File: src/hw/rtl/dpms_pkg.sv
// Shared types, constants and codes of the damped puck motion step block.
// Used by every module under hw/rtl; depends on nothing else.

package dpms_pkg;

    // Field and datapath widths
    localparam int POS_W   = 20;            // signed Q11.8 position / velocity
    localparam int Q16_W   = 16;            // mass, push strength, damping
    localparam int SUB_W   = 45;            // shared subtract/compare unit
    localparam int MUL_A_W = 28;            // shared multiplier, wide operand
    localparam int MUL_B_W = 20;            // shared multiplier, narrow operand
    localparam int PROD_W  = MUL_A_W + MUL_B_W;
    localparam int DEN_W   = 44;            // divisor: root * mass
    localparam int NQ_W    = 28;            // dividend bits out, quotient bits in
    localparam int ROOT_W  = 28;            // square root of the push length
    localparam int SQREM_W = 29;            // square root partial remainder
    localparam int SQ_W    = 40;            // push_x^2 + push_y^2
    localparam int RAD_W   = 56;            // radicand: squared length << 16
    localparam int CNT_W   = 5;

    // Iteration counts of the shared subtract unit
    localparam logic [CNT_W-1:0] IMP_ITER  = CNT_W'(28);
    localparam logic [CNT_W-1:0] SQRT_ITER = CNT_W'(28);
    localparam logic [CNT_W-1:0] PUSH_ITER = CNT_W'(25);

    // Configuration register map (index = paddr[4:2])
    localparam int ADDR_W = 5;
    localparam int DATA_W = 32;
    localparam logic [2:0] REG_MASS          = 3'd0;
    localparam logic [2:0] REG_PUSH_STRENGTH = 3'd1;
    localparam logic [2:0] REG_DAMPING       = 3'd2;
    localparam logic [2:0] REG_BORDER_LEFT   = 3'd3;
    localparam logic [2:0] REG_BORDER_RIGHT  = 3'd4;
    localparam logic [2:0] REG_BORDER_TOP    = 3'd5;
    localparam logic [2:0] REG_BORDER_BOTTOM = 3'd6;

    // Register reset values
    localparam logic [Q16_W-1:0] MASS_RST     = 16'd15360;   // 60.0
    localparam logic [Q16_W-1:0] PUSH_RST     = 16'd768;     // 3.0
    localparam logic [Q16_W-1:0] DAMP_RST     = 16'd58982;   // ~0.90
    localparam logic [POS_W-1:0] LEFT_RST     = 20'd0;
    localparam logic [POS_W-1:0] RIGHT_RST    = 20'd163840;  // 640.0
    localparam logic [POS_W-1:0] TOP_RST      = 20'd0;
    localparam logic [POS_W-1:0] BOTTOM_RST   = 20'd122880;  // 480.0

    // Command codes
    typedef enum logic [1:0] {
        CMD_STEP    = 2'd0,
        CMD_PLACE   = 2'd1,
        CMD_IMPULSE = 2'd2,
        CMD_NONE    = 2'd3
    } cmd_t;

    // Sequencer states
    typedef enum logic [4:0] {
        S_IDLE,
        S_IMP_LOAD,
        S_DIV,
        S_ACC,
        S_SQX,
        S_SQY,
        S_SQ_SUM,
        S_SQRT,
        S_DEN_MUL,
        S_DEN_SET,
        S_PUSH_MUL,
        S_PUSH_LOAD,
        S_DAMP_MUL,
        S_DAMP_SET,
        S_MOVE,
        S_DONE
    } state_t;

    // Configuration seen by the core
    typedef struct packed {
        logic        [Q16_W-1:0] mass;
        logic        [Q16_W-1:0] push_strength;
        logic        [Q16_W-1:0] damping;
        logic signed [POS_W-1:0] border_left;
        logic signed [POS_W-1:0] border_right;
        logic signed [POS_W-1:0] border_top;
        logic signed [POS_W-1:0] border_bottom;
    } cfg_t;

    // One command item
    typedef struct packed {
        cmd_t                    cmd;
        logic                    held;
        logic                    in_hand;
        logic signed [POS_W-1:0] push_x;
        logic signed [POS_W-1:0] push_y;
        logic signed [POS_W-1:0] place_x;
        logic signed [POS_W-1:0] place_y;
        logic signed [POS_W-1:0] impulse_x;
        logic signed [POS_W-1:0] impulse_y;
    } item_t;

    // One result item
    typedef struct packed {
        logic signed [POS_W-1:0] vel_y;
        logic signed [POS_W-1:0] vel_x;
        logic signed [POS_W-1:0] pos_y;
        logic signed [POS_W-1:0] pos_x;
    } res_t;

endpackage

File: src/hw/rtl/dpms_cfg.sv
// APB-style configuration registers of the puck motion block.
// Uses dpms_pkg for the register map, reset values and the cfg_t struct.

module dpms_cfg (
    input  logic                        aclk,
    input  logic                        aresetn,
    input  logic                        psel,
    input  logic                        penable,
    input  logic                        pwrite,
    input  logic [dpms_pkg::ADDR_W-1:0] paddr,
    input  logic [dpms_pkg::DATA_W-1:0] pwdata,
    output logic [dpms_pkg::DATA_W-1:0] prdata,
    output logic                        pready,
    output dpms_pkg::cfg_t              cfg
);

    dpms_pkg::cfg_t cfg_reg;
    logic [2:0]     idx;
    logic           wr_en;

    assign pready = 1'b1;
    assign idx    = paddr[dpms_pkg::ADDR_W-1:2];
    assign wr_en  = psel & penable & pwrite;
    assign cfg    = cfg_reg;

    // Register writes
    always_ff @(posedge aclk) begin
        if (!aresetn) begin
            cfg_reg.mass          <= dpms_pkg::MASS_RST;
            cfg_reg.push_strength <= dpms_pkg::PUSH_RST;
            cfg_reg.damping       <= dpms_pkg::DAMP_RST;
            cfg_reg.border_left   <= dpms_pkg::LEFT_RST;
            cfg_reg.border_right  <= dpms_pkg::RIGHT_RST;
            cfg_reg.border_top    <= dpms_pkg::TOP_RST;
            cfg_reg.border_bottom <= dpms_pkg::BOTTOM_RST;
        end else if (wr_en) begin
            case (idx)
                dpms_pkg::REG_MASS:
                    cfg_reg.mass <= pwdata[dpms_pkg::Q16_W-1:0];
                dpms_pkg::REG_PUSH_STRENGTH:
                    cfg_reg.push_strength <= pwdata[dpms_pkg::Q16_W-1:0];
                dpms_pkg::REG_DAMPING:
                    cfg_reg.damping <= pwdata[dpms_pkg::Q16_W-1:0];
                dpms_pkg::REG_BORDER_LEFT:
                    cfg_reg.border_left <= pwdata[dpms_pkg::POS_W-1:0];
                dpms_pkg::REG_BORDER_RIGHT:
                    cfg_reg.border_right <= pwdata[dpms_pkg::POS_W-1:0];
                dpms_pkg::REG_BORDER_TOP:
                    cfg_reg.border_top <= pwdata[dpms_pkg::POS_W-1:0];
                dpms_pkg::REG_BORDER_BOTTOM:
                    cfg_reg.border_bottom <= pwdata[dpms_pkg::POS_W-1:0];
                default: ;
            endcase
        end
    end

    // Read mux; borders come back sign-extended
    always_comb begin
        case (idx)
            dpms_pkg::REG_MASS:
                prdata = 32'(cfg_reg.mass);
            dpms_pkg::REG_PUSH_STRENGTH:
                prdata = 32'(cfg_reg.push_strength);
            dpms_pkg::REG_DAMPING:
                prdata = 32'(cfg_reg.damping);
            dpms_pkg::REG_BORDER_LEFT:
                prdata = 32'(cfg_reg.border_left);
            dpms_pkg::REG_BORDER_RIGHT:
                prdata = 32'(cfg_reg.border_right);
            dpms_pkg::REG_BORDER_TOP:
                prdata = 32'(cfg_reg.border_top);
            dpms_pkg::REG_BORDER_BOTTOM:
                prdata = 32'(cfg_reg.border_bottom);
            default:
                prdata = '0;
        endcase
    end

endmodule

File: config.mk
export PLATFORM = sky130hd
export DESIGN_NAME = dpms_cfg
export DESIGN_NICKNAME = d
export VERILOG_FILES = /design/src/hw/rtl/dpms_pkg.sv /design/src/hw/rtl/dpms_cfg.sv
export SDC_FILE = /design/constraint.sdc
export NUM_CORES = 1
export LEC_CHECK = 0
export ABC_AREA = 1
export BUFFER_PORTS_ARGS = -buffer_cell sky130_fd_sc_hd__buf_2
export CORE_ASPECT_RATIO = 0.6
export CORE_UTILIZATION = 52
export CTS_CLUSTER_SIZE = 28
export DETAILED_ROUTE_END_ITERATION = 10
export PLACE_DENSITY_LB_ADDON = 0.1
export SKIP_CTS_REPAIR_TIMING = 1
export SLEW_MARGIN = 20
export SYNTH_ARGS = -nofsm -noshare
export SYNTH_HDL_FRONTEND = slang
export SYNTH_SLANG_ARGS = --single-unit
File: constraint.sdc
create_clock -name aclk -period 1.85 [get_ports aclk]
set_clock_uncertainty 0.15 [all_clocks]
set_input_delay 0.185 -clock aclk [delete_from_list [all_inputs] [get_ports aclk]]
set_output_delay 0.185 -clock aclk [all_outputs]
set_load 0.02 [all_outputs]
==> run summary, run 1 <==
Status: complete, but fails checks
Failing checks: negative hold slack
# DRC: 0
R2R setup slack: 1.02 ns
Post-Layout Cell Count: 1354
Critical Path Start: paddr[4]
Number of distinct library cells after synthesis: 21
Largest net degree at the start of global routing: 129
Crit. End Element: output port
Clk_lat worst skew: 0.42 ns
Clk network pwr share: 51.6%
Comb power frac: 10.1%
CTS Buffer Depth: 2
CP Class: in2out
Core region area: 12100 sq um
Sequential area share after synthesis: 39.2%
Crit path to: prdata[6]
P_int: 0.00550 W
Area growth syn-to-layout: 27.9%
Max Slew Vio Count: 0
Switching part of the total power: 25.5%
Sink Count: 128
Period minus WS final: 1.80 ns
Layout cells sized above 1: 23.6%
Worst vdd ir: 0.698 mV
Slew HR: 57.9%
DR WL/cell: 16.9 um
Critical-path maximum fanout: 30
Die Area: 13000 sq um
Routed wire length: 22900 um
Reg-to-reg critical path endpoint: cfg[14]$_SDFFE_PN1P_
Via count: 7302
Final instance area: 8350 sq um
Final Hold Fails: 4
Cells after synthesis: 1001
Max reg flops: 128
Clk Tree Root Cell: clkbuf_16
Synthesized flop and latch total: 128
First DRT Iteration DRCs: 762
Synthesis Warnings: 0
Synthesized cell area: 6530 sq um
CTS buffer count: 17
Power Density: 883 nW/um^2
Tot Pwr: 0.00738 W
Routed Antenna Nets: 0
Vias in the first global route: 5963
Reg2reg path depth: 2
Flop pwr share: 38.3%
Worst r2r src: cfg[14]$_SDFFE_PN1P_
Vias per cell: 5.39
Nets@finish: 1218
Tcrit/Tclk final: 97.5%
Max Cap Viol: 0
Critical Path Start Type: input pin
Crit path DAT: 1.47 ns
Die extent in x: 147 um
Clock slew at reported path FFs: 0.06 ns
Post-DP HPWL: 15600 um
H-tree levels: 4
All-layer global routing usage: 35.4%
WHS: -0.0229 ns
CTS tree: yes
Initial antenna violation count: 0
Slew @ Worst Pin: 0.631 ns
First-pass GRT wire length: 34300 um
Final Util: 68.8%
FP Rows: 31
Die height: 88.8 um
Final setup violation count: 0
GRT overflow: 0
Leakage: 4.22 nW
TNS Setup: 0 ns
Syn avg cell area: 6.52 sq um
CP Data Required Time: 1.51 ns
Psw: 0.00188 W
Number of diodes: 0
First drt pass iteration count: 5
Fmax: 555 MHz
Initial Utilization: 53.8%
Worst min-delay path class: in2reg
Placed cells: 1307
Syn nets: 1043
IO buf count: 187
GPL Wtd Cong: 0.893
Dpl cell area: 7540 sq um
Boundary Pins: 203
metrics by stage:
step	hold WS [ns]	setup slack, ns
final	-0.0229	0.0469
after detailed placement	0.270	-0.00581
after global routing	0.0176	-0.0221
after CTS	-0.165	-0.126
after floorplan	0.161	0.000728
after global placement	0.263	0.0167
synth_stat cells:
master / n / share of area [%]
nor2_8: 2 / 0.61
conb_1: 1 / 0.057
o21ai_0: 4 / 0.31
inv_4: 4 / 0.38
nand2_1: 295 / 17
clkbuf_1: 17 / 0.98
nand3_1: 105 / 8.0
buf_1: 2 / 0.11
nor2_4: 6 / 1.0
nor2_1: 264 / 15
buf_6: 14 / 2.4
buf_2: 25 / 1.9
nand3_4: 3 / 0.80
nand2_2: 4 / 0.38
inv_1: 36 / 2.1
nand3_2: 2 / 0.31
dfxtp_1: 128 / 39
buf_4: 25 / 2.9
nand4_1: 60 / 5.7
nor2_2: 3 / 0.29
buf_12: 1 / 0.31
final cells by class:
class / count / area (sq um)
Sequential cell: 128 / 2560
Fill cell: 1119 / 3790
Tap cell: 165 / 206
Multi-Input combinational cell: 749 / 3250
Timing Repair Buffer: 240 / 1510
Clock buffer: 20 / 457
Clock inverter: 12 / 205
Inverter: 40 / 165
critical path: stages:
cell and delay (ns):
buf_2 0.22, buf_4 0.35, nand4_1 0.14, nand2_1 0.23, nor2_1 0.11, nand2_1 0.06
buf_2 0.15
worst min path at each step:
stage / from / to / slack [ns] / cells after the start
6_report: pwdata[18] / cfg[38]$_SDFFE_PN0P_ / -0.02 / 5
5_1_grt: pwdata[18] / cfg[78]$_SDFFE_PN0P_ / 0.02 / 5
4_1_cts: pwdata[1] / cfg[81]$_SDFFE_PN1P_ / -0.17 / 3
3_5_place_dp: pwdata[1] / cfg[81]$_SDFFE_PN1P_ / 0.27 / 3
3_3_place_gp: pwdata[1] / cfg[81]$_SDFFE_PN1P_ / 0.26 / 3
2_1_floorplan: pwdata[8] / cfg[104]$_SDFFE_PN1P_ / 0.16 / 2
power groups by stage:
stage / sequential, W / clock [W] / combinational (W)
finish: 0.00283 / 0.00381 / 0.000748
global route: 0.00283 / 0.00391 / 0.000802
CTS: 0.00282 / 0.00380 / 0.000709
detailed placement: 0.00288 / 0 / 0.000704
global placement: 0.00288 / 0 / 0.000697
floorplan: 0.00292 / 0 / 0.000425
cells by family after synthesis:
logic type	Yosys count	share of synthesized area, %
buffers and inverters	124	11.1
flip-flops	128	39.2
AND/OR/NAND/NOR	744	49.3
AO/OA/AOI/OAI	4	0.307
other	1	0.0574
routing by layer:
| metal | global-route usage (%) | share of wire (%) | up-vias |
|---|---|---|---|
| met3 | 9.95 | 13 | 44 |
| met1 | 50.3 | 43 | 3316 |
| met2 | 50.8 | 41 | 432 |
| met5 | 0 | 0 | - |
| met4 | 13.6 | 2.3 | 0 |
| li1 | - | - | 3510 |
layout by cell type (no fill, tap or decap), types with 2 or more instances in the layout:
cell type and instances:
bufinv_16 5, inv_1 36, nor2_8 2, buf_12 11
inv_4 3, buf_4 29, nand3_1 105, nor2_1 264
inv_6 2, clkinv_4 2, nor2_4 6, nand4_1 60
nand2_1 295, dlygate4sd3_1 14, nand2_2 4, dfxtp_1 128
o21ai_0 4, clkinvlp_4 2, clkbuf_16 17, nand3_2 2
clkbuf_8 2, nand3_4 3, nor2_2 3, buf_2 185
Power figures use the tool's default switching activity.
==> run 2, diff against run 1 <==
--- a/config.mk
+++ b/config.mk
@@ -8,7 +8,7 @@
 export ABC_AREA = 1
 export BUFFER_PORTS_ARGS = -buffer_cell sky130_fd_sc_hd__buf_2
 export CORE_ASPECT_RATIO = 0.6
-export CORE_UTILIZATION = 52
+export CORE_UTILIZATION = 29
 export CTS_CLUSTER_SIZE = 28
 export DETAILED_ROUTE_END_ITERATION = 10
 export PLACE_DENSITY_LB_ADDON = 0.1
==> run summary, run 2 (synthesized netlist as in run 1, its figures left out) <==
Status: complete, but fails checks
Failing checks: negative hold slack
CP cell instances: nand4_1 -> nand2_1 -> nor2_2 -> nand2_1 -> buf_2
Final setup violation count: 0
Initial Utilization: 29.6%
CTS Buffer Depth: 2
Routed Antenna Nets: 0
Bufs and invs on worst path: 1
DR WL/cell: 18.7 um
Slew HR: 60.0%
Worst r2r src: cfg[104]$_SDFFE_PN1P_
All-layer global routing usage: 24.3%
Largest net degree at the start of global routing: 68
HP Start: pwdata[18]
Max Cap Viol: 0
Final Hold Fails: 2
CP Data Required Time: 1.51 ns
CP max-delay cell: dfxtp_1
# DRC: 0
Routed wire length: 27700 um
Crit. path cell count: 5
Die height: 118 um
GRT overflow: 0
Min-Delay Path Depth: 5
First drt pass iteration count: 5
Initial antenna violation count: 1
Pre-CTS WS: 0.0262 ns
Via count: 7012
Reg-to-reg critical path endpoint: cfg[104]$_SDFFE_PN1P_
Most used cell, CP: nand2_1
Die Area: 23100 sq um
FP Rows: 42
Max reg flops: 128
Clock slew at reported path FFs: 0.06 ns
Crit. End Element: output port
GPL Wtd Cong: 0.817
Power Density: 851 nW/um^2
Period minus WS final: 1.83 ns
H-tree levels: 4
Max Slew Vio Count: 0
Worst min-delay path class: in2reg
Worst vdd ir: 0.633 mV
Layout cells sized above 1: 25.1%
Commonest non-fill, non-tap cell in the layout: nand2_1
Slew @ Worst Pin: 0.599 ns
First-pass GRT wire length: 40800 um
CTS buffer count: 17
Vias in the first global route: 6317
CTS tree: yes
First DRT Iteration DRCs: 610
Crit path DAT: 1.49 ns
Hold Path End: cfg[18]$_SDFFE_PN0P_
CP top delay family: simple AND/OR/NAND/NOR gates
Area growth syn-to-layout: 32.7%
Tot Pwr: 0.00737 W
CP Class: reg2out
R2R setup slack: 0.57 ns
Most frequent cells in the layout: 292 x nand2_1, 255 x nor2_1, 185 x buf_2
Worst Setup Slack, final: 0.0243 ns
Tcrit/Tclk final: 98.7%
Fmax: 548 MHz
Reg2reg path depth: 3
RSZ-0062 raised after global routing: false
Number of diodes: 0
IO buf count: 187
Clk_lat worst skew: 0.43 ns
Critical path's largest stage delay: 0.32 ns
Boundary Pins: 203
Core region area: 22100 sq um
Vias per cell: 4.73
Critical Path Start Type: register
Post-DP HPWL: 19900 um
Nets@finish: 1227
Leakage: 4.29 nW
Clk Tree Root Cell: clkbuf_16
Critical-path maximum fanout: 3
Placed cells: 1437
Post-Layout Cell Count: 1484
Die extent in x: 196 um
Sink Count: 128
WHS: -0.0142 ns
==> run 2: changes by cell type in the layout (fill, tap and decap cells not counted), sizes merged <==
cell,delta
buf,+8
clkinv,+3
inv,-2
clkinvlp,-1
dlygate4sd3,+1
==> run 2: per-stage QoR <==
step,TNS [ns],util (%),hold slack [ns],cell area (sq um)
3_3_place_gp,0,35.4,0.272,7820
5_1_grt,0,39.3,0.0124,8660
6_report,0,39.3,-0.0142,8660
2_1_floorplan,0,-,0.161,6570
3_5_place_dp,0,35.4,0.272,7820
4_1_cts,-0.0821,38.4,-0.174,8470
==> run 2: routing by layer <==
layer / vias up / wire (um) / track usage, %
li1: 3516 / - / -
met1: 3201 / 14200 / 37.3
met2: 273 / 10600 / 31.7
met3: 20 / 2470 / 8.02
met4: 2 / 360 / 5.37
met5: - / 11 / 0
==> run 2: how the worst max path moves through the flow <==
stage / start / endpoint / slack (ns)
finish: cfg[26]$_SDFFE_PN0P_ / prdata[6] / 0.02
global route: cfg[31]$_SDFFE_PN0P_ / prdata[11] / 0.0007
CTS: cfg[26]$_SDFFE_PN0P_ / prdata[6] / -0.03
detailed placement: paddr[3] / prdata[30] / 0.03
global placement: paddr[3] / prdata[21] / 0.03
floorplan: paddr[4] / prdata[20] / 0.0007
==> run 2: area by class of cell <==
type,instances,area [sq um]
inverters,40,170
clock inverters,12,188
multi-input cells,749,3280
repair buffers,249,1650
fillers,2405,13400
clock buffers,20,457
well taps,286,358
flip-flops and latches,128,2560
==> run 2: where the power goes <==
group | leakage, nW | switching, W | internal (W)
Combinational | 2.94 | 0.000547 | 0.000252
Clock | 0.319 | 0.00130 | 0.00245
Sequential | 1.03 | 0.0000331 | 0.00279
Total | 4.29 | 0.00188 | 0.00549
==> run 2: worst min-delay path, cell delays in order <==
cell and delay (ns):
buf_2 0.08, inv_1 0.08, nand2_1 0.08, nand2_1 0.04, nor2_1 0.07
